[src/rtl/vec3_normalize_top_assert.svh]
// Assertion macros for the vec3_normalize RTL, used by vn_skid.
`ifndef VEC3_NORMALIZE_TOP_ASSERT_SVH
`define VEC3_NORMALIZE_TOP_ASSERT_SVH

// Same-cycle implication, checked outside reset.
`define VN_ASSERT_IMPLY(lbl, ante, cons, msg) \
   lbl: assert property (@(posedge clock) disable iff (reset) (ante) |-> (cons)) \
      else $error(msg);

// Next-cycle implication, checked outside reset.
`define VN_ASSERT_NEXT(lbl, ante, cons, msg) \
   lbl: assert property (@(posedge clock) disable iff (reset) (ante) |=> (cons)) \
      else $error(msg);

`endif

[src/rtl/vn_pkg.sv]
// Shared types and constants of the vec3_normalize block.
`default_nettype none
package vn_pkg;
   localparam int FRAC_BITS_DEF = 16;
   localparam int DATA_W        = 24;
   localparam int SQ_W          = 48;
   localparam int ROOT_W        = 49;
   localparam int SQRT_STEPS    = 25;
   localparam logic [SQ_W-1:0] THR_RESET = 48'd4295;

   typedef struct packed {
      logic                     valid;
      logic                     tiny;
      logic                     zero;
      logic signed [DATA_W-1:0] x;
      logic signed [DATA_W-1:0] y;
      logic signed [DATA_W-1:0] z;
   } meta_type;

   typedef struct packed {
      logic                     is_tiny;
      logic        [DATA_W-1:0] length;
      logic signed [DATA_W-1:0] z;
      logic signed [DATA_W-1:0] y;
      logic signed [DATA_W-1:0] x;
   } rsp_type;
endpackage
`default_nettype wire

[src/rtl/vn_skid.sv]
// Output register with one skid entry.
`default_nettype none
`include "vec3_normalize_top_assert.svh"
module vn_skid (
   input  logic             clock,
   input  logic             reset,
   input  logic             in_valid,
   input  vn_pkg::rsp_type  in_data,
   input  logic             rsp_tready,
   output logic             out_valid,
   output vn_pkg::rsp_type  out_data,
   output logic             full
);
   import vn_pkg::*;

   logic    out_valid_ff, out_valid_in;
   logic    full_ff, full_in;
   rsp_type out_ff, out_in;
   rsp_type skid_ff, skid_in;
   logic    take;

   always_comb begin
      take         = out_valid_ff && rsp_tready;
      out_valid_in = out_valid_ff;
      full_in      = full_ff;
      out_in       = out_ff;
      skid_in      = skid_ff;
      if (in_valid) begin
         if (!out_valid_ff || take) begin
            out_in       = in_data;
            out_valid_in = 1'b1;
         end else begin
            skid_in = in_data;
            full_in = 1'b1;
         end
      end else if (take) begin
         if (full_ff) begin
            out_in  = skid_ff;
            full_in = 1'b0;
         end else begin
            out_valid_in = 1'b0;
         end
      end
   end

   always_ff @(posedge clock) begin
      if (reset) begin
         out_valid_ff <= 1'b0;
         full_ff      <= 1'b0;
      end else begin
         out_valid_ff <= out_valid_in;
         full_ff      <= full_in;
      end
   end

   always_ff @(posedge clock) begin
      out_ff  <= out_in;
      skid_ff <= skid_in;
   end

   assign out_valid = out_valid_ff;
   assign out_data  = out_ff;
   assign full      = full_ff;

   `VN_ASSERT_IMPLY(a_skid_behind_out, full_ff, out_valid_ff, "skid full with empty output")
   `VN_ASSERT_IMPLY(a_no_entry_when_full, full_ff, !in_valid, "request entered a full skid")
   `VN_ASSERT_NEXT(a_skid_held, full_ff && !rsp_tready, full_ff && out_valid_ff, "skid lost")
   `VN_ASSERT_IMPLY(a_tiny_zero_len, out_valid_ff && out_ff.is_tiny, out_ff.length == '0,
      "tiny result with nonzero length")
endmodule
`default_nettype wire

[config.mk]
export PLATFORM = sky130hd
export DESIGN_NAME = vn_skid
export DESIGN_NICKNAME = d
export VERILOG_FILES = /design/src/rtl/vn_pkg.sv /design/src/rtl/vn_skid.sv
export VERILOG_INCLUDE_DIRS = /design/src /design/src/rtl
export SDC_FILE = /design/constraint.sdc
export NUM_CORES = 1
export LEC_CHECK = 0
export ABC_AREA = 1
export BUFFER_PORTS_ARGS = -buffer_cell sky130_fd_sc_hd__buf_4
export CAP_MARGIN = 20
export CELL_PAD_IN_SITES_DETAIL_PLACEMENT = 0
export CELL_PAD_IN_SITES_GLOBAL_PLACEMENT = 2
export CORE_MARGIN = 2
export CORE_UTILIZATION = 34
export CTS_CLUSTER_DIAMETER = 150
export CTS_CLUSTER_SIZE = 30
export DETAILED_ROUTE_END_ITERATION = 8
export PLACE_DENSITY = 0.84
export SETUP_SLACK_MARGIN = 0.1
export SLEW_MARGIN = 15
export SYNTH_ARGS = -nofsm -noshare
export SYNTH_HDL_FRONTEND = slang
export SYNTH_SLANG_ARGS = --single-unit
[constraint.sdc]
create_clock -name clock -period 8.2 [get_ports clock]
set_input_delay 0.82 -clock clock [delete_from_list [all_inputs] [get_ports clock]]
set_output_delay 0.82 -clock clock [all_outputs]
set_load 0.01 [all_outputs]
After elaboration in Yosys (flattened, before gate mapping)
Index checks and enable logic that the tools add are counted.

word-level totals
  input bits = 101
  flip-flop bits (word level) = 196
  output and inout bits = 99

operators by class
  eq/ne operators = 3
  reductions and logical operators = 9
  multiplexer cells = 11
  bitwise logic cells = 1

operator list
  operator              number
  $mux W97              4
  $mux W1               7
  $reduce_and A3 Y1     2
  $ne A2 B2 Y1 const B  2
  $reduce_and A2 Y1     2
  $reduce_bool A2 Y1    2
  $ne A2 B1 Y1 const B  1
  $logic_and A1 B1 Y1   1
  $logic_not A1 Y1      1
  $logic_or A1 B1 Y1    1
  $not A1 Y1            1

Logic depth before layout (Yosys ltp)
  depth after elaboration = 4
  mapped depth = 5
  mapped depth without buffers = 5

Least setup slack after synthesis
No wires, ideal clock.

  kind = input to register
  start = input port in_valid
  end = register out_ff, in the netlist out_data[0], enable pin
  data required time = 7615 ps
  data arrival time = 5740 ps
  path buffers = 1
  path slack = 1875 ps
  stages = 3
  cells stage by stage = buf_2 a21oi_1 a21oi_1

between the ends
  longest elaborated chain between the ends = 2
  elaborated cells on any way between the ends = 4
  classes of those cells = 1 x eq/ne; 3 x reduce/logical

RTL lines
  what                                                                        line           RTL
  start: declaration                                                          vn_skid.sv:7   input logic in_valid,
  $ne A2 B1 Y1 (no source line) / $reduce_bool A2 Y1 (equally long branches)  --
  $reduce_and A3 Y1 (no source line) *                                        --
  end signal: assignment                                                      vn_skid.sv:57  out_ff <= out_in;
  end: declaration                                                            vn_skid.sv:18  rsp_type out_ff, out_in;

Every way passes the cells marked *; elsewhere a longest branch is shown, timed or not.
A chain may end at the register's enable or synchronous reset.

Worst setup path in the final report
  start = input port in_valid
  end = register skid_ff[9] in the netlist's numbering, enable pin

between the ends
  longest elaborated chain between the ends = 1

RTL lines
  what                                line           RTL
  $reduce_and A2 Y1 (no source line)  --
  end signal: assignment              vn_skid.sv:58  skid_ff <= skid_in;
  end: declaration                    vn_skid.sv:19  rsp_type skid_ff, skid_in;

No other way between the ends.

==> impl_metrics.toml <==
[outcome]
outcome = "completed"

[setup_path]
reg2regPathDepth = 3
crit-reg2reg-launch = "out_valid"
crit_path_frequent_cell = "buf_4"
startpoint_type = "input port"
path_cells = "buf_4 > nand3_1 > inv_4 > buf_4"
cp_num_buf_inv = 3
required_ps = 8260
end_kind = "register"
worstSetupPathType = "input port to register"
critPathMaxStageDelay_ps = 760
r2r_end = "skid_ff[9]"
worst_ep_arrival_time_ps = 3160
critPathMaxFanout = 102
r2r_setup_slack_ps = 5960
cp_slowest_cell = "buf_4"
cp_top_family = "buffers and inverters"

[layout]
area_growth_pct = 32.4
finalInstanceArea_sq_mm = 0.00947
finalNetCount = 826
finish.utilization_pct = 45.5
drive_gt1_share_pct = 31.9
antennaDiodeCount = 0

[yosys]
ys.warnings.count = 0
yosysMostFrequentCell = "nand2_1"
synth_seq_cells = 196
ys_seq_area_share_pct = 82.0
synthTopCellsByArea = "edfxtp_1 81%, nand2_1 15%, buf_4 1.3%, dfxtp_1 0.56%, clkbuf_1 0.37%"
synth_top_area_share_pct = 81.5
yosys-top-cells-count = "293 x nand2_1, 194 x edfxtp_1, 12 x buf_4"
synthFlopType = "edfxtp_1"
yosys.area.top_type = "edfxtp_1"
synth_cells = 524
synth_area_sq_mm = 0.00715
synth_cell_types = 13
synth_edf_count = 194
synth.avg_cell_area_sq_um = 13.6
syn_nets = 625
ys_async_sr_fraction_pct = 0

[sta]
rsz0062_at_grt = "false"
skew_ps = 11.8
timing.hold.ws_ps = 506
post-route-period-util_pct = 37.8
layout_min_cycle_time_ps = 3100
fmax_mhz = 322
slew_viol_final = 0
maxSlewHeadroom_pct = 29.4
max_slew.worst_pin.slew_ps = 1060
hold_violations = 0
setup_tns_ps = 0
setup_violations = 0

[clock_network]
root_buffer = "clkbuf_16"
cts_resized = 0
clkTransAtPathRegs_ps = 70
cts_made_buffers = 17
cts_num_sinks = 196
htreeDepth = 4
cts.path.max_buffers = 2
cts_setup_buffers = 0
clock_latency_ps = 430
ctsHoldBuffers = 0
cts_tree = "yes"

[grt]
grt.met2_usage_pct = 21.0
grt_pass1_vias = 4339
grt_overflow = 0
grtUsageMet3_pct = 4.59
grt_pass1_wl_microns = 23200
grt_max_degree = 103
antenna_found_initial = 0
use_met1_pct = 18.4
grt_usage_pct = 13.7
grt-busiest-layer = "met2"

[drt]
drtIter0Drc = 252
wire_per_inst_microns = 14.7
dr.pass1.iters = 6
vias = 4353
wl_microns = 14900
avgViaCountPerCell = 4.30
ant_nets = 0
drc = 0

[place]
dpl_cell_area_sq_mm = 0.00891
io_buffers = 199
dp_hpwl_microns = 9670
gp_congestion = 0.759

[pwr]
swShare_pct = 22.0
intPower_w = 0.00169
p_leak_nw = 4.00
power_density_mw_per_mm2 = 229
p_comb_share_pct = 8.6
power.share.clock_pct = 37.3
seq_power_share_pct = 54.1
ir_drop_mv = 0.153
power.switching_w = 0.000476

[floorplan]
die_w_microns = 149
initial_utilization_pct = 34.3
die_h_microns = 149
core_sq_mm = 0.0208
num_io_pins = 200
rows = 53
die_area_sq_mm = 0.0222

[min_path]
min_delay_path_depth = 2
hold_path_class = "register to register"
min-delay-start = "skid_ff[91]"
min_to = "out_data[91]"

[flow_run]
drv_cap = 0
worst register-to-register path, delay by kind of cell (launching register included):
kind / cells / cell delay [ps]
buffers and inverters: 2 / 1170
AND/OR/NAND/NOR: 1 / 180
flip-flops: 1 / 450
per-layer routing:
layer / routed length (microns) / part of all wire (%)
met1: 6760 / 45
met2: 6900 / 46
met3: 1010 / 6.7
met4: 247 / 1.7
met5: 0 / 0
cells by family (layout without fill, tap and decap cells):
family          count (synthesis)  in the layout  synth area share (%)
buf+inv                        27            240                  2.08
compound gates                  3              3                 0.210
flops                         196            196                  82.0
simple gates                  298            298                  15.7
sequential cells by signal, indices dropped and copies added (netlist names):
name       flops
out_data      97
skid_ff       97
full           1
out_valid      1
layout make-up:
class,instances,area [sq um]
Inverter,6,26.3
Clock inverter,13,134
Timing Repair Buffer,203,1520
Multi-Input combinational cell,301,1150
Clock buffer,18,429
Sequential cell,196,5870
Tap cell,275,344
Fill cell,1961,11400
power by group through the flow:
stage               clock network, W  registers (W)  logic (W)
floorplan                          0        0.00122  0.0000564
global placement                   0        0.00120   0.000186
detailed placement                 0        0.00120   0.000189
CTS                         0.000828        0.00117   0.000190
global route                0.000867        0.00118   0.000206
finish                      0.000809        0.00117   0.000186
through the flow:
step	instances	power, W	worst slack, ps
3_5_place_dp	981	0.00139	4580
5_1_grt	1012	0.00225	4780
4_1_cts	1012	0.00219	5050
6_report	1012	0.00217	5100
2_1_floorplan	524	0.00127	1870
3_3_place_gp	981	0.00138	4650
how the worst max path moves through the flow:
stage | end | cells after the start | slack, ps | from
after global routing | out_data[78] | 5 | 4780 | in_valid
after global placement | out_data[21] | 5 | 4650 | in_valid
final | skid_ff[9] | 4 | 5100 | in_valid
after CTS | out_data[41] | 5 | 5050 | in_valid
after floorplan | out_data[0] | 3 | 1870 | in_valid
after detailed placement | out_data[41] | 5 | 4580 | in_valid
placed cells by master, fill, tap and decap left out:
master / count
o21ai_0: 1
nand3_1: 2
inv_1: 4
clkinv_2: 5
clkinvlp_4: 2
a21oi_1: 1
inv_4: 1
buf_4: 203
clkinv_1: 1
dfxtp_1: 2
nor3_1: 1
a21oi_4: 1
clkinv_4: 2
clkbuf_16: 17
bufinv_16: 2
clkbuf_1: 1
nand2_1: 293
nor2_1: 2
edfxtp_1: 194
inv_6: 2
Power figures use the tool's default switching activity.
