[src/rtl/vec3_normalize_top_assert.svh]
// Assertion macros for the vec3_normalize RTL, used by vn_skid.
`ifndef VEC3_NORMALIZE_TOP_ASSERT_SVH
`define VEC3_NORMALIZE_TOP_ASSERT_SVH

// Same-cycle implication, checked outside reset.
`define VN_ASSERT_IMPLY(lbl, ante, cons, msg) \
   lbl: assert property (@(posedge clock) disable iff (reset) (ante) |-> (cons)) \
      else $error(msg);

// Next-cycle implication, checked outside reset.
`define VN_ASSERT_NEXT(lbl, ante, cons, msg) \
   lbl: assert property (@(posedge clock) disable iff (reset) (ante) |=> (cons)) \
      else $error(msg);

`endif

[src/rtl/vn_pkg.sv]
// Shared types and constants of the vec3_normalize block.
`default_nettype none
package vn_pkg;
   localparam int FRAC_BITS_DEF = 16;
   localparam int DATA_W        = 24;
   localparam int SQ_W          = 48;
   localparam int ROOT_W        = 49;
   localparam int SQRT_STEPS    = 25;
   localparam logic [SQ_W-1:0] THR_RESET = 48'd4295;

   typedef struct packed {
      logic                     valid;
      logic                     tiny;
      logic                     zero;
      logic signed [DATA_W-1:0] x;
      logic signed [DATA_W-1:0] y;
      logic signed [DATA_W-1:0] z;
   } meta_type;

   typedef struct packed {
      logic                     is_tiny;
      logic        [DATA_W-1:0] length;
      logic signed [DATA_W-1:0] z;
      logic signed [DATA_W-1:0] y;
      logic signed [DATA_W-1:0] x;
   } rsp_type;
endpackage
`default_nettype wire

[src/rtl/vn_sq.sv]
// Squared length and threshold compare, two register stages.
`default_nettype none
module vn_sq (
   input  logic                      clock,
   input  logic                      reset,
   input  logic                      en,
   input  logic                      in_valid,
   input  logic signed [23:0]        in_x,
   input  logic signed [23:0]        in_y,
   input  logic signed [23:0]        in_z,
   input  logic [47:0]               thr,
   output vn_pkg::meta_type          meta_out,
   output logic [47:0]               s_out,
   output logic [47:0]               sq_out [3]
);
   import vn_pkg::*;

   logic [DATA_W-1:0] mag [3];
   logic [SQ_W-1:0]   sq_ff [3];
   logic [SQ_W-1:0]   sq_in [3];
   meta_type          meta_a_ff;
   meta_type          meta_a_in;
   meta_type          meta_b_ff;
   meta_type          meta_b_in;
   logic [SQ_W-1:0]   s_ff;
   logic [SQ_W-1:0]   s_in;

   always_comb begin
      mag[0] = in_x[DATA_W-1] ? DATA_W'(-in_x) : DATA_W'(in_x);
      mag[1] = in_y[DATA_W-1] ? DATA_W'(-in_y) : DATA_W'(in_y);
      mag[2] = in_z[DATA_W-1] ? DATA_W'(-in_z) : DATA_W'(in_z);
      for (int i = 0; i < 3; i++) begin
         sq_in[i] = SQ_W'(mag[i]) * SQ_W'(mag[i]);
      end
      meta_a_in       = '0;
      meta_a_in.valid = in_valid;
      meta_a_in.x     = in_x;
      meta_a_in.y     = in_y;
      meta_a_in.z     = in_z;
      // sum of three squares stays below 2^48
      s_in            = sq_ff[0] + sq_ff[1] + sq_ff[2];
      meta_b_in       = meta_a_ff;
      meta_b_in.tiny  = s_in < thr;
      meta_b_in.zero  = s_in == '0;
   end

   always_ff @(posedge clock) begin
      if (en) begin
         meta_a_ff.tiny <= meta_a_in.tiny;
         meta_a_ff.zero <= meta_a_in.zero;
         meta_a_ff.x    <= meta_a_in.x;
         meta_a_ff.y    <= meta_a_in.y;
         meta_a_ff.z    <= meta_a_in.z;
         meta_b_ff.tiny <= meta_b_in.tiny;
         meta_b_ff.zero <= meta_b_in.zero;
         meta_b_ff.x    <= meta_b_in.x;
         meta_b_ff.y    <= meta_b_in.y;
         meta_b_ff.z    <= meta_b_in.z;
         s_ff           <= s_in;
         for (int i = 0; i < 3; i++) begin
            sq_ff[i] <= sq_in[i];
         end
      end
      if (reset) begin
         meta_a_ff.valid <= 1'b0;
         meta_b_ff.valid <= 1'b0;
      end else if (en) begin
         meta_a_ff.valid <= meta_a_in.valid;
         meta_b_ff.valid <= meta_b_in.valid;
      end
   end

   assign meta_out  = meta_b_ff;
   assign s_out     = s_ff;
   // the squares are still needed by the unit lanes, so a further register lines them up with the sum
   logic [SQ_W-1:0] sqd_ff [3];
   always_ff @(posedge clock) begin
      if (en) begin
         for (int i = 0; i < 3; i++) begin
            sqd_ff[i] <= sq_ff[i];
         end
      end
   end
   assign sq_out[0] = sqd_ff[0];
   assign sq_out[1] = sqd_ff[1];
   assign sq_out[2] = sqd_ff[2];
endmodule
`default_nettype wire

[config.mk]
export PLATFORM = sky130hd
export DESIGN_NAME = vn_sq
export DESIGN_NICKNAME = d
export VERILOG_FILES = /design/src/rtl/vec3_normalize_top_assert.svh /design/src/rtl/vn_pkg.sv /design/src/rtl/vn_sq.sv
export SDC_FILE = /design/constraint.sdc
export NUM_CORES = 2
export LEC_CHECK = 0
export BUFFER_PORTS_ARGS = -buffer_cell sky130_fd_sc_hd__buf_2
export CAP_MARGIN = 25
export CELL_PAD_IN_SITES_DETAIL_PLACEMENT = 0
export CELL_PAD_IN_SITES_GLOBAL_PLACEMENT = 1
export CORE_MARGIN = 8
export CORE_UTILIZATION = 40
export DETAILED_ROUTE_END_ITERATION = 16
export MAX_ROUTING_LAYER = met4
export PLACE_DENSITY_LB_ADDON = 0.1
export SYNTH_ARGS = -nofsm -noshare
export SYNTH_HDL_FRONTEND = slang
export SYNTH_SLANG_ARGS = --single-unit
[constraint.sdc]
create_clock -name clock -period 17.9 [get_ports clock]
set_input_delay 0.895 -clock clock [delete_from_list [all_inputs] [get_ports clock]]
set_output_delay 0.895 -clock clock [all_outputs]
set_load 0.05 [all_outputs]
Word level (Yosys, flattened, before mapping)
Memories as Yosys holds them, arrays and structs flattened. Index checks and enable logic that the tools add are counted.

Register bits: 196. Bits in writable memories: 288. Input port bits: 124. Output and inout port bits: 267. Logic and storage cells: 28. Memories kept: 2.

$add $sub $neg: 5. Multiply operators: 3. Order comparisons: 1. Multiplexer cells: 5. Reduce and logical (&&, ||, !) cells: 1.

Memory list: sq_ff (depth 3, bits a word 48, rd ports 3, clocked after Yosys merged registers in 0, write ports 3, RTL line vn_sq.sv:19) `logic [SQ_W-1:0] sq_ff [3];`; sqd_ff (depth 3, bits a word 48, rd ports 3, clocked after Yosys merged registers in 0, write ports 3, RTL line vn_sq.sv:76) `logic [SQ_W-1:0] sqd_ff [3];`.

Operators with widths (count): 24-bit by 24-bit multiplier with 48-bit output (3); 48-bit adder (2); 24-bit two-way mux (3); 24-bit negator (3); 48-bit logical NOT (1); 48-bit less-than comparator (1); 1-bit two-way mux (2).

Depth between registers and ports, before layout
An unclocked memory read counts as a cell.

Word-level depth: 4. Depth in mapped cells: 40. Gate-level depth less buffers: 37.

Worst setup path before layout
OpenSTA, ideal clock, no wires.

Kind: in2reg. Start: input in_z[0]. End: memory sq_ff[2][45], in the netlist sq_ff[0][141], data pin. Setup time: 0.260 ns. Arrival: 9.835 ns. Required time: 17.640 ns. Path slack: 7.805 ns. Cell stages on the path: 36. Buffers on the path: 3. Path through: buf_2 inv_1 clkbuf_1 ha_1 nand2_1 or3_1 nor2_1 nand2_1 or4_1 o41ai_1 xor2_1 clkbuf_1 nor2_1 fa_1 inv_1 fa_1 inv_1 fa_1 fa_1 fa_1 fa_1 inv_1 fa_1 inv_1 ha_1 a21o_1 a221o_1 a211oi_1 nand3_1 nor3_1 nor3_1 a211o_1 a211oi_1 o21bai_1 a21o_1 xor2_1.

RTL lines: from (decl) (RTL line vn_sq.sv:10) `input logic signed [23:0] in_z,`; to (decl) (RTL line vn_sq.sv:19).

==> insert_results.sql <==
INSERT INTO impl_metrics (metric_group, metric, value, unit) VALUES
('clock_tree', 'cts_resized', '0', ''),
('floorplanning', 'die_y', '426', 'um'),
('sta', 'rsz0062_at_grt', 'false', ''),
('floorplanning', 'placementRows', '150', ''),
('floorplanning', 'full_die_area', '182000', 'um2'),
('flow_run', 'max-cap-violations', '0', ''),
('detailed_routing', 'total_vias_in_the_final_route', '45300', ''),
('critical_path', 'critPathLaunchType', 'input port', ''),
('hold_path', 'timing.hold.worst.class', 'in2reg', ''),
('floorplanning', 'die_w', '426', 'um'),
('yosys', 'postSynthAreaPerCell', '10.4', 'um2'),
('finish', 'layout.nets', '9002', ''),
('critical_path', 'path_delay_family', 'adder cells', ''),
('yosys', 'yosys_warnings', '0', ''),
('clock_tree', 'clock_insertion_delay_worst_skew', '730', 'ps'),
('detailed_routing', 'drt_pass1_iterations', '5', ''),
('place', 'gpl.final_weighted_congestion', '0.916', ''),
('detailed_routing', 'drt-total-wl', '208', 'mm'),
('finish', 'most-common-layout-cells', 'inv_1, fa_1, ha_1, nand2_1, edfxtp_1', ''),
('status', 'status', 'finished clean', ''),
('critical_path', 'required', '18400', 'ps'),
('floorplanning', 'initial_core_util', '0.403', ''),
('critical_path', 'worst-setup-path-type', 'in2reg', ''),
('detailed_routing', 'first_iter_violations', '2667', ''),
('grt', 'first_global_vias', '49900', ''),
('yosys', 'async_reset_ff_frac', '0', ''),
('clock_tree', 'max-clock-path-buffers', '3', ''),
('detailed_routing', 'drc', '0', ''),
('sta', 'slew_violations', '0', ''),
('sta', 'setup_total_negative_slack', '0', 'ps'),
('yosys', 'synth-seq-cells', '472', ''),
('detailed_routing', 'route.detailed.vias_per_inst', '4.91', ''),
('critical_path', 'end_kind', 'flop', ''),
('grt', 'overflow', '0', ''),
('yosys', 'synth_top_flop_cell', 'edfxtp_1', ''),
('clock_tree', 'path_clk_slew', '60', 'ps'),
('sta', 'timing_worst_slew_pin_value', '1060', 'ps'),
('finish', 'drive_above_1_share', '0.0904', ''),
('sta', 'max_slew_margin_vs_limit', '0.288', ''),
('critical_path', 'critical_path_arrival', '11780', 'ps'),
('sta', 'finalSetupViolCount', '0', ''),
('clock_tree', 'clock_tree.htree_level_count', '2', ''),
('place', 'count_of_input_and_output_buffers', '387', ''),
('sta', 'timing.final.hold_violations', '0', ''),
('critical_path', 'critPathBufInv', '9', ''),
('clock_tree', 'cts_hold_buffers', '0', ''),
('detailed_routing', 'route.antenna.remaining_nets', '0', ''),
('yosys', 'netlist.top_cell.by_area', 'fa_1', ''),
('critical_path', 'critical_path.slowest_cell', 'a311oi_1', ''),
('sta', 'achievable-frequency', '88.6', 'MHz'),
('yosys', 'synthesis.instances', '6503', ''),
('place', 'detailed_place_hpwl', '177', 'mm'),
('grt', 'grt_first_pass_wirelength', '315', 'mm'),
('clock_tree', 'tritoncts.num_buffers', '57', ''),
('grt', 'antenna_found_initial', '6', ''),
('yosys', 'synthDistinctLibCells', '96', ''),
('finish', 'flow.area_growth_from_synthesis', '10.6', '%'),
('sta', 'timing.final.crit_share', '0.630', ''),
('yosys', 'synthTopCellsByArea', 'fa_1, edfxtp_1, ha_1', ''),
('detailed_routing', 'route.detailed.wl_per_inst', '22.5', 'um'),
('sta', 'fin_crit', '11280', 'ps'),
('yosys', 'register_area_share_after_synthesis', '0.210', ''),
('critical_path', 'cp_slowest_stage_delay', '740', 'ps'),
('grt', 'largest_net_degree_at_the_start_of_global_routing', '161', ''),
('clock_tree', 'cts.sinks', '472', ''),
('clock_tree', 'clk_root_buffer_cell', 'clkbuf_16', ''),
('clock_tree', 'cts_setup_buffers', '0', ''),
('sta', 'clock-skew-final', '49.7', 'ps'),
('grt', 'groute.usage.overall', '0.238', ''),
('yosys', 'syn_area', '67400', 'um2'),
('finish', 'finalCoreUtilization', '0.446', ''),
('finish', 'mostFrequentLayoutCell', 'inv_1', ''),
('floorplanning', 'pin_count', '391', ''),
('critical_path', 'timing.critical_path.fanout_max', '16', ''),
('yosys', 'synth_edf_count', '470', ''),
('clock_tree', 'cts_tree', 'done', ''),
('yosys', 'share_of_the_synthesized_area_in_the_top_cell_type', '0.392', ''),
('floorplanning', 'placeable_area', '167000', 'um2');
## registers in the layout (all words and copies together), names as in the netlist
name       count
s_out         48
meta_out      75
meta_a_ff     73
sq_ff        138
sqd_ff       138
## layer usage
| metal | GRT usage | part of all wire | vias to the layer above | routed length [um] |
|---|---|---|---|---|
| met4 | 0.0983 | 0.052 | 0 | 10700 |
| li1 | - | - | 20800 | - |
| met1 | 0.296 | 0.41 | 23300 | 85800 |
| met2 | 0.401 | 0.49 | 955 | 103000 |
| met5 | - | 0 | - | 0 |
| met3 | 0.0220 | 0.040 | 275 | 8280 |
## path summary, 6_finish.rpt
path / start / to / slack, ps / cells after the start
max: in_x[0] / sq_ff[0][42] / 6620 / 35
max reg2reg: sq_ff[0][112] / meta_out[73] / 11530 / 17
min reg2reg: meta_a_ff[22] / meta_out[22] / 420 / 0
min: reset / meta_out[74] / 360 / 2
## stage by stage
stage,worst slack (ps),area [um2],hold slack (ps),cells
finish,6620,74500,363,9214
floorplan,7810,67600,400,6558
detailed placement,5980,72600,405,9102
CTS,6720,74500,304,9208
global placement,5890,72500,400,9098
global route,6120,74500,329,9211
## final cells by class
type | instances | area, um2
Fill cell | 16300 | 92700
Multi-Input combinational cell | 4142 | 46200
Sequential cell | 472 | 14200
Inverter | 1806 | 6780
Tap cell | 2204 | 2760
Timing Repair Buffer | 478 | 2660
Clock buffer | 65 | 1460
Clock inverter | 41 | 488
Antenna cell | 6 | 15.0
## synthesized netlist by cell type (9+ instances only)
| library cell | count |
|---|---|
| o211ai_1 | 14 |
| a21o_1 | 116 |
| and2_1 | 19 |
| inv_2 | 9 |
| o31ai_1 | 16 |
| inv_1 | 1793 |
| edfxtp_1 | 470 |
| nand4_1 | 23 |
| a211oi_1 | 23 |
| a21oi_1 | 178 |
| nand3_1 | 42 |
| fa_1 | 1320 |
| nand2_1 | 567 |
| a21boi_0 | 11 |
| or4_1 | 10 |
| o21bai_1 | 21 |
| ha_1 | 601 |
| nor2b_1 | 21 |
| nor2_1 | 460 |
| o21ai_0 | 95 |
| nor3_1 | 35 |
| xor2_1 | 87 |
| nand2b_1 | 29 |
| o21a_1 | 27 |
| clkbuf_1 | 121 |
| xnor2_1 | 167 |
| a31oi_1 | 15 |
| or3_1 | 16 |
| and3_1 | 21 |
## logic make-up (layout without fill, tap and decap cells)
group,after synthesis,after routing,share of synthesized area
xor gates and xnor gates,254,254,0.0330
DFF,472,472,0.210
and+or+nand+nor,1280,1280,0.0806
AOI/OAI and AO/OA,622,622,0.0625
other,2,63,0.000111
muxes,8,8,0.00124
adders and majority gates,1921,1921,0.504
buffers and inverters,1944,2390,0.109
Power is left out: the tool's default activity adds up to more than one toggle a clock period on the data nets, which glitch-free logic cannot reach.
