`config.mk`:
```
export PLATFORM = sky130hd
export DESIGN_NAME = vn_step
export DESIGN_NICKNAME = d
export VERILOG_FILES = /design/src/rtl/vec3_normalize_top_assert.svh /design/src/rtl/vn_pkg.sv /design/src/rtl/vn_step.sv
export SDC_FILE = /design/constraint.sdc
export NUM_CORES = 2
export LEC_CHECK = 0
export CAP_MARGIN = 0
export CORE_AREA = 3 3 570 572
export CTS_BUF_LIST = sky130_fd_sc_hd__clkbuf_8
export CTS_CLUSTER_SIZE = 8
export DETAILED_ROUTE_END_ITERATION = 6
export DIE_AREA = 0 0 573 575
export DONT_BUFFER_PORTS = 1
export PLACE_DENSITY = 0.3
export REMOVE_ABC_BUFFERS = 1
export SYNTH_ARGS = -nofsm -noshare
export SYNTH_HDL_FRONTEND = slang
export SYNTH_SLANG_ARGS = --single-unit
export TNS_END_PERCENT = 5
```
`constraint.sdc`:
```
create_clock -name clock -period 7.3 [get_ports clock]
set_clock_uncertainty 0.15 [all_clocks]
set_input_delay 1.095 -clock clock [delete_from_list [all_inputs] [get_ports clock]]
set_output_delay 1.095 -clock clock [all_outputs]
set_load 0.01 [all_outputs]
```
`src/rtl/vec3_normalize_top_assert.svh`:
```
// Assertion macros for the vec3_normalize RTL, used by vn_skid.
`ifndef VEC3_NORMALIZE_TOP_ASSERT_SVH
`define VEC3_NORMALIZE_TOP_ASSERT_SVH

// Same-cycle implication, checked outside reset.
`define VN_ASSERT_IMPLY(lbl, ante, cons, msg) \
   lbl: assert property (@(posedge clock) disable iff (reset) (ante) |-> (cons)) \
      else $error(msg);

// Next-cycle implication, checked outside reset.
`define VN_ASSERT_NEXT(lbl, ante, cons, msg) \
   lbl: assert property (@(posedge clock) disable iff (reset) (ante) |=> (cons)) \
      else $error(msg);

`endif

```
`src/rtl/vn_pkg.sv`:
```
// Shared types and constants of the vec3_normalize block.
`default_nettype none
package vn_pkg;
   localparam int FRAC_BITS_DEF = 16;
   localparam int DATA_W        = 24;
   localparam int SQ_W          = 48;
   localparam int ROOT_W        = 49;
   localparam int SQRT_STEPS    = 25;
   localparam logic [SQ_W-1:0] THR_RESET = 48'd4295;

   typedef struct packed {
      logic                     valid;
      logic                     tiny;
      logic                     zero;
      logic signed [DATA_W-1:0] x;
      logic signed [DATA_W-1:0] y;
      logic signed [DATA_W-1:0] z;
   } meta_type;

   typedef struct packed {
      logic                     is_tiny;
      logic        [DATA_W-1:0] length;
      logic signed [DATA_W-1:0] z;
      logic signed [DATA_W-1:0] y;
      logic signed [DATA_W-1:0] x;
   } rsp_type;
endpackage
`default_nettype wire

```
`src/rtl/vn_step.sv`:
```
// One pipeline stage: one square-root step and, in the active stages, one quotient bit per lane.
`default_nettype none
module vn_step #(
   parameter int FRAC_BITS = vn_pkg::FRAC_BITS_DEF,
   parameter int STAGE     = 0
) (
   input  logic                        clock,
   input  logic                        reset,
   input  logic                        en,
   input  vn_pkg::meta_type            meta_in,
   input  logic [47:0]                 s_in,
   input  logic [48:0]                 rem_in,
   input  logic [48:0]                 root_in,
   input  logic [2*FRAC_BITS+51:0]     rr_in [3],
   input  logic [FRAC_BITS+49:0]       dd_in [3],
   input  logic [FRAC_BITS+1:0]        uu_in [3],
   output vn_pkg::meta_type            meta_out,
   output logic [47:0]                 s_out,
   output logic [48:0]                 rem_out,
   output logic [48:0]                 root_out,
   output logic [2*FRAC_BITS+51:0]     rr_out [3],
   output logic [FRAC_BITS+49:0]       dd_out [3],
   output logic [FRAC_BITS+1:0]        uu_out [3]
);
   import vn_pkg::*;

   localparam int W      = 2*FRAC_BITS + 52;
   localparam int DW     = FRAC_BITS + 50;
   localparam int UW     = FRAC_BITS + 2;
   localparam int SBIT   = 2*(SQRT_STEPS - 1 - STAGE);
   localparam logic [ROOT_W-1:0] BITV = ROOT_W'(1) << SBIT;
   localparam bit ACTIVE = STAGE <= FRAC_BITS + 1;
   localparam int B      = ACTIVE ? FRAC_BITS + 1 - STAGE : 0;

   meta_type          meta_ff;
   logic [SQ_W-1:0]   s_ff;
   logic [ROOT_W-1:0] rem_ff, rem_in_n;
   logic [ROOT_W-1:0] root_ff, root_in_n;
   logic [ROOT_W-1:0] trial;
   logic [W-1:0]      sb;
   logic [W-1:0]      t [3];
   logic [W-1:0]      rr_ff [3], rr_in_n [3];
   logic [DW-1:0]     dd_ff [3], dd_in_n [3];
   logic [UW-1:0]     uu_ff [3], uu_in_n [3];

   always_comb begin
      trial = root_in + BITV;
      if (rem_in >= trial) begin
         rem_in_n  = rem_in - trial;
         root_in_n = (root_in >> 1) + BITV;
      end else begin
         rem_in_n  = rem_in;
         root_in_n = root_in >> 1;
      end
      sb = W'(s_in) << B;
      for (int i = 0; i < 3; i++) begin
         // test the growth from u^2 to (u + 2^b)^2, times s, against the remaining numerator
         t[i] = ((W'(dd_in[i]) << 1) + sb) << B;
         if (ACTIVE && rr_in[i] >= t[i]) begin
            rr_in_n[i] = rr_in[i] - t[i];
            dd_in_n[i] = dd_in[i] + DW'(sb);
            uu_in_n[i] = uu_in[i] | (UW'(1) << B);
         end else begin
            rr_in_n[i] = rr_in[i];
            dd_in_n[i] = dd_in[i];
            uu_in_n[i] = uu_in[i];
         end
      end
   end

   always_ff @(posedge clock) begin
      if (en) begin
         meta_ff.tiny <= meta_in.tiny;
         meta_ff.zero <= meta_in.zero;
         meta_ff.x    <= meta_in.x;
         meta_ff.y    <= meta_in.y;
         meta_ff.z    <= meta_in.z;
         s_ff         <= s_in;
         rem_ff       <= rem_in_n;
         root_ff      <= root_in_n;
         for (int i = 0; i < 3; i++) begin
            rr_ff[i] <= rr_in_n[i];
            dd_ff[i] <= dd_in_n[i];
            uu_ff[i] <= uu_in_n[i];
         end
      end
      if (reset) begin
         meta_ff.valid <= 1'b0;
      end else if (en) begin
         meta_ff.valid <= meta_in.valid;
      end
   end

   assign meta_out = meta_ff;
   assign s_out    = s_ff;
   assign rem_out  = rem_ff;
   assign root_out = root_ff;
   assign rr_out   = rr_ff;
   assign dd_out   = dd_ff;
   assign uu_out   = uu_ff;
endmodule
`default_nettype wire

```
; After elaboration in Yosys (flattened, before gate mapping)
; Cells that the tools add are included.
[totals]
in_bits = 728
register_bits = 725
word_cells = 46
[op_classes]
n_mux = 8
addsub = 12
n_lt_le_gt_ge = 4
[op_table]
columns = op, count
row1 = greater-or-equal comparator 84 bit, 3
row2 = 2-to-1 mux 84 bit, 3
row3 = subtractor 84 bit, 3
row4 = adder 67 x 65 -> 67 bit, 3
row5 = adder 66 x 65 -> 66 bit, 3
row6 = 2-to-1 mux 66 bit, 3
row7 = "adder 48 x 49 -> 49 bit, second input constant", 1
row8 = "adder 49 bit, second input constant", 1
row9 = greater-or-equal comparator 49 bit, 1
row10 = 2-to-1 mux 49 bit, 1
row11 = subtractor 49 bit, 1
row12 = 2-to-1 mux 48 bit, 1

; Logic depth before layout (Yosys ltp)
[depth]
word_depth = 3
depth_mapped = 32
ltp_nobuf = 28

; Least setup slack after synthesis
; No wires, ideal clock.
[synth_path]
path_kind = input-to-reg
from = input s_in[1]
to = register uu_ff (netlist bit uu_out[35]) (data pin)
required_time_ps = 6888
setup_slack_ps = 718
t_arrival_ps = 6170
path_stages = 27
path_cell_list = ha_1 > a21o_1 > a21oi_1 > o21bai_1 > o21ba_2 > o41ai_2 > a21oi_1 > a31o_2 > a41o_1 > o21a_1 > nor2_1 > o31ai_1 > xnor2_1 > ha_1 > clkbuf_1 > a21o_1 > a21o_1 > a21o_1 > a2111o_1 > a31oi_1 > o21ai_0 > nor2_1 > o31ai_1 > a21oi_1 > o41ai_4 > clkbuf_1 > or2_2
[synth_via]
elab_chain_cells = 2
[synth_rtl]
columns = item, line
row1 = start: declaration, vn_step.sv:11  ; input logic [47:0] s_in,
row2 = adder 67 x 65 -> 67 bit, vn_step.sv:58  ; t[i] = ((W'(dd_in[i]) << 1) + sb) << B;
row3 = greater-or-equal comparator 84 bit, vn_step.sv:59  ; if (ACTIVE && rr_in[i] >= t[i]) begin
row4 = end signal: indexed assignment, vn_step.sv:84  ; uu_ff[i] <= uu_in_n[i];
row5 = end: declaration, vn_step.sv:44  ; logic [UW-1:0] uu_ff [3], uu_in_n [3];
; Every way passes these cells.
; A chain may end at the register's enable or synchronous reset.

==> flow_summary.toml <==
[route]
routedWlPerCell_um = 27.8
firstDrtPassIters = 5
viasPerCell = 4.40
drt_iter0_drc = 2985
antenna_left = 0
routed_wl_um = 305000
vias = 48317
drc = 0

[clock_network]
cts_tree = "done"
root_buffer = "clkbuf_8"
htreeDepth = 4
numCtsBuffers = 158
path_clk_slew_ns = 0.06
cts_sinks = 725
ctsLongestPathBuffers = 4
ctsResizeCount = 0
clk-insertion-delay-late_ns = 0.89

[worst_setup_path]
r2r_end = "meta_out[74]"
crit_arrival_ns = 7.21
timing.rr.start = "meta_out[74]"
cp_common_cell = "o21ai_0"
cpPeakStageDelay_ns = 0.45
r2r_cells = 2
r2r_slack_ns = 6.51
endpoint_kind = "flip-flop"
critPathTopFamily = "compound AO/OA/AOI/OAI gates"
cpMaxStageDelayCell = "a311oi_1"
cp_max_fo = 33
cp.buffers_inverters = 5
path_class = "in2reg"
worstSetupStartpointType = "input port"
critPathRequiredTime_ns = 7.82

[status]
violations = "slew limit"
outcome = "finished with violations"

[place]
dp_hpwl_um = 253000
dp_slack_ns = -0.910
port_buffers = 0
gp_congestion = 0.863

[min_path]
holdPathEnd = "s_out[47]"
worstHoldStart = "s_in[47]"
hold_path_depth = 0
hold_path.class = "in2reg"

[sta]
maxSlewHeadroom_pct = -13.9
period_share_pct = 91.6
fin_tns_setup_ns = 0
finalSetupViolations = 0
rsz0062_at_grt = "false"
worst_slew_pin_slew_ns = 1.71
hold_viol = 0
fin_crit_ns = 6.68
timing.fmax_ghz = 0.150
finalWorstSetupSlack_ns = 0.616
report.final.slew_viol_count = 111

[global_routing]
grt_pass1_wl_um = 412000
grt_max_degree = 185
antenna_found_initial = 43
first_global_vias = 48203
overflow = 0
grt.total_usage_pct = 17.7

[logic_synthesis]
synthTopCellsByCount = "edfxtp_1 (724), a21oi_1 (612), ha_1 (535)"
synth.distinct_cells = 104
yosys-top-cells-area = "edfxtp_1 (39%), ha_1 (12%), a21oi_1 (5.5%)"
synth_top_area_share_pct = 39.4
synthArstFlopShare_pct = 0
synth_area_leader_cell = "edfxtp_1"
avgSynthCellArea_um2 = 9.60
yosysMostFrequentCell = "edfxtp_1"
synth_seq_area_share_pct = 39.4
synth-edff-count = 724
yosysWarnings = 0
syn_inst = 5750
synth_area_mm2 = 0.0552
synth_ff_type = "edfxtp_1"
ys_ff_latch = 725

[floorplanning]
core_area_mm2 = 0.321
die_h_um = 575
die_x_um = 573
ios = 1453
dieArea_mm2 = 0.329
start_util_pct = 17.2
std_cell_rows = 208

[power_and_ir_drop]
peakVddDrop_mv = 0.150
p_leak_nw = 28.3
power_density_mw_per_mm2 = 251

[layout]
drive_above_1_share_pct = 12.2
syn_to_final_growth_pct = 27.1
finish.net_count = 7812

[run]
drv_cap = 0
==> layer usage <==
layer	track usage [%]	vias to the layer above	routed length (um)
li1	-	23127	-
met1	20.9	23320	124000
met2	31.1	1582	150000
met3	5.21	282	22500
met4	4.23	6	7640
met5	0	-	40
==> what timing repair did <==
| action | 4_1_cts | 5_1_grt |
|---|---|---|
| setup endpoints to repair | 0 | 114 |
| hold buffers | 344 | 0 |
| hold endpoints to repair | 344 | 0 |
| buffers inserted | 0 | 1 |
==> layout make-up <==
| type | count | area [um2] |
|---|---|---|
| Tap cell | 4305 | 5390 |
| Clock inverter | 120 | 811 |
| Timing Repair Buffer | 828 | 7410 |
| Fill cell | 35024 | 250000 |
| Clock buffer | 161 | 2220 |
| Multi-Input combinational cell | 4590 | 31700 |
| Inverter | 236 | 886 |
| Antenna cell | 14 | 35.0 |
| Sequential cell | 725 | 21800 |
==> placed cells by master, fill, tap and decap left out, types with 16 or more instances in the layout <==
| cell type | Yosys | layout |
|---|---|---|
| a211oi_1 | 52 | 52 |
| a21boi_0 | 21 | 21 |
| a21o_1 | 320 | 320 |
| a21oi_1 | 612 | 611 |
| a31oi_1 | 52 | 52 |
| and2_1 | 25 | 25 |
| and3_1 | 48 | 48 |
| buf_12 | 0 | 20 |
| buf_4 | 2 | 460 |
| clkbuf_8 | 0 | 161 |
| clkinv_1 | 0 | 35 |
| clkinv_2 | 0 | 23 |
| clkinvlp_4 | 0 | 16 |
| dlygate4sd3_1 | 0 | 344 |
| edfxtp_1 | 724 | 724 |
| ha_1 | 535 | 535 |
| inv_1 | 236 | 269 |
| mux2_1 | 45 | 45 |
| mux2_2 | 43 | 43 |
| nand2_1 | 528 | 528 |
| nand2b_1 | 97 | 97 |
| nand3_1 | 94 | 94 |
| nand4_1 | 111 | 111 |
| nor2_1 | 358 | 358 |
| nor2b_1 | 72 | 72 |
| nor3_1 | 67 | 67 |
| nor4_1 | 26 | 24 |
| o211ai_1 | 17 | 17 |
| o21a_1 | 54 | 54 |
| o21ai_0 | 471 | 471 |
| o21ai_1 | 29 | 29 |
| o21bai_1 | 79 | 79 |
| o31ai_1 | 40 | 40 |
| or3_1 | 30 | 30 |
| xnor2_1 | 271 | 271 |
| xor2_1 | 217 | 217 |
==> worst max-delay path by stage <==
stage	endpoint	slack, ns	from	depth (start not counted)
floorplan	rr_out[250]	-5.76	s_in[14]	23
CTS	dd_out[197]	0.18	s_in[1]	28
global placement	rr_out[208]	-0.94	s_in[1]	30
detailed placement	dd_out[166]	-0.91	s_in[1]	27
finish	dd_out[186]	0.62	s_in[0]	28
global route	dd_out[197]	0.06	s_in[1]	27
==> worst reg2reg max path: stages (launching register included) <==
cell and delay [ns]:
dfxtp_1 0.34, mux2i_1 0.13, nor2_1 0.06
==> power by group <==
group	switching, mW	total, mW	internal (mW)
registers	0.939	6.40	5.46
clock network	2.22	4.60	2.39
logic	3.75	6.64	2.88
total	6.91	17.6	10.7
==> cells by family after synthesis <==
| group | Yosys count | share of synthesized area [%] |
|---|---|---|
| AOI/OAI and AO/OA | 1941 | 22.1 |
| xor gates and xnor gates | 488 | 7.74 |
| adders and majority gates | 545 | 12.5 |
| buffers and inverters | 435 | 3.30 |
| DFF | 725 | 39.4 |
| muxes | 95 | 1.93 |
| and+or+nand+nor | 1521 | 13.0 |
==> flip-flops by register name (all words and copies together), names as in the netlist <==
register / count
rr_out: 252
root_out: 49
uu_out: 54
s_out: 48
dd_out: 198
meta_out: 75
rem_out: 49
==> stage by stage <==
stage	std cells	power, mW	instance area [um2]	hold slack [ns]	utilization (%)
global route	10972	18.9	70200	0.0367	21.9
finish	10979	17.6	70200	0.145	21.9
CTS	10964	18.1	70100	0.00134	21.9
floorplan	5551	9.99	54300	0.378	-
detailed placement	10339	13.0	63700	0.422	19.9
global placement	10339	13.1	63700	0.405	19.9
No activity file was read; power rests on OpenSTA's default activity.
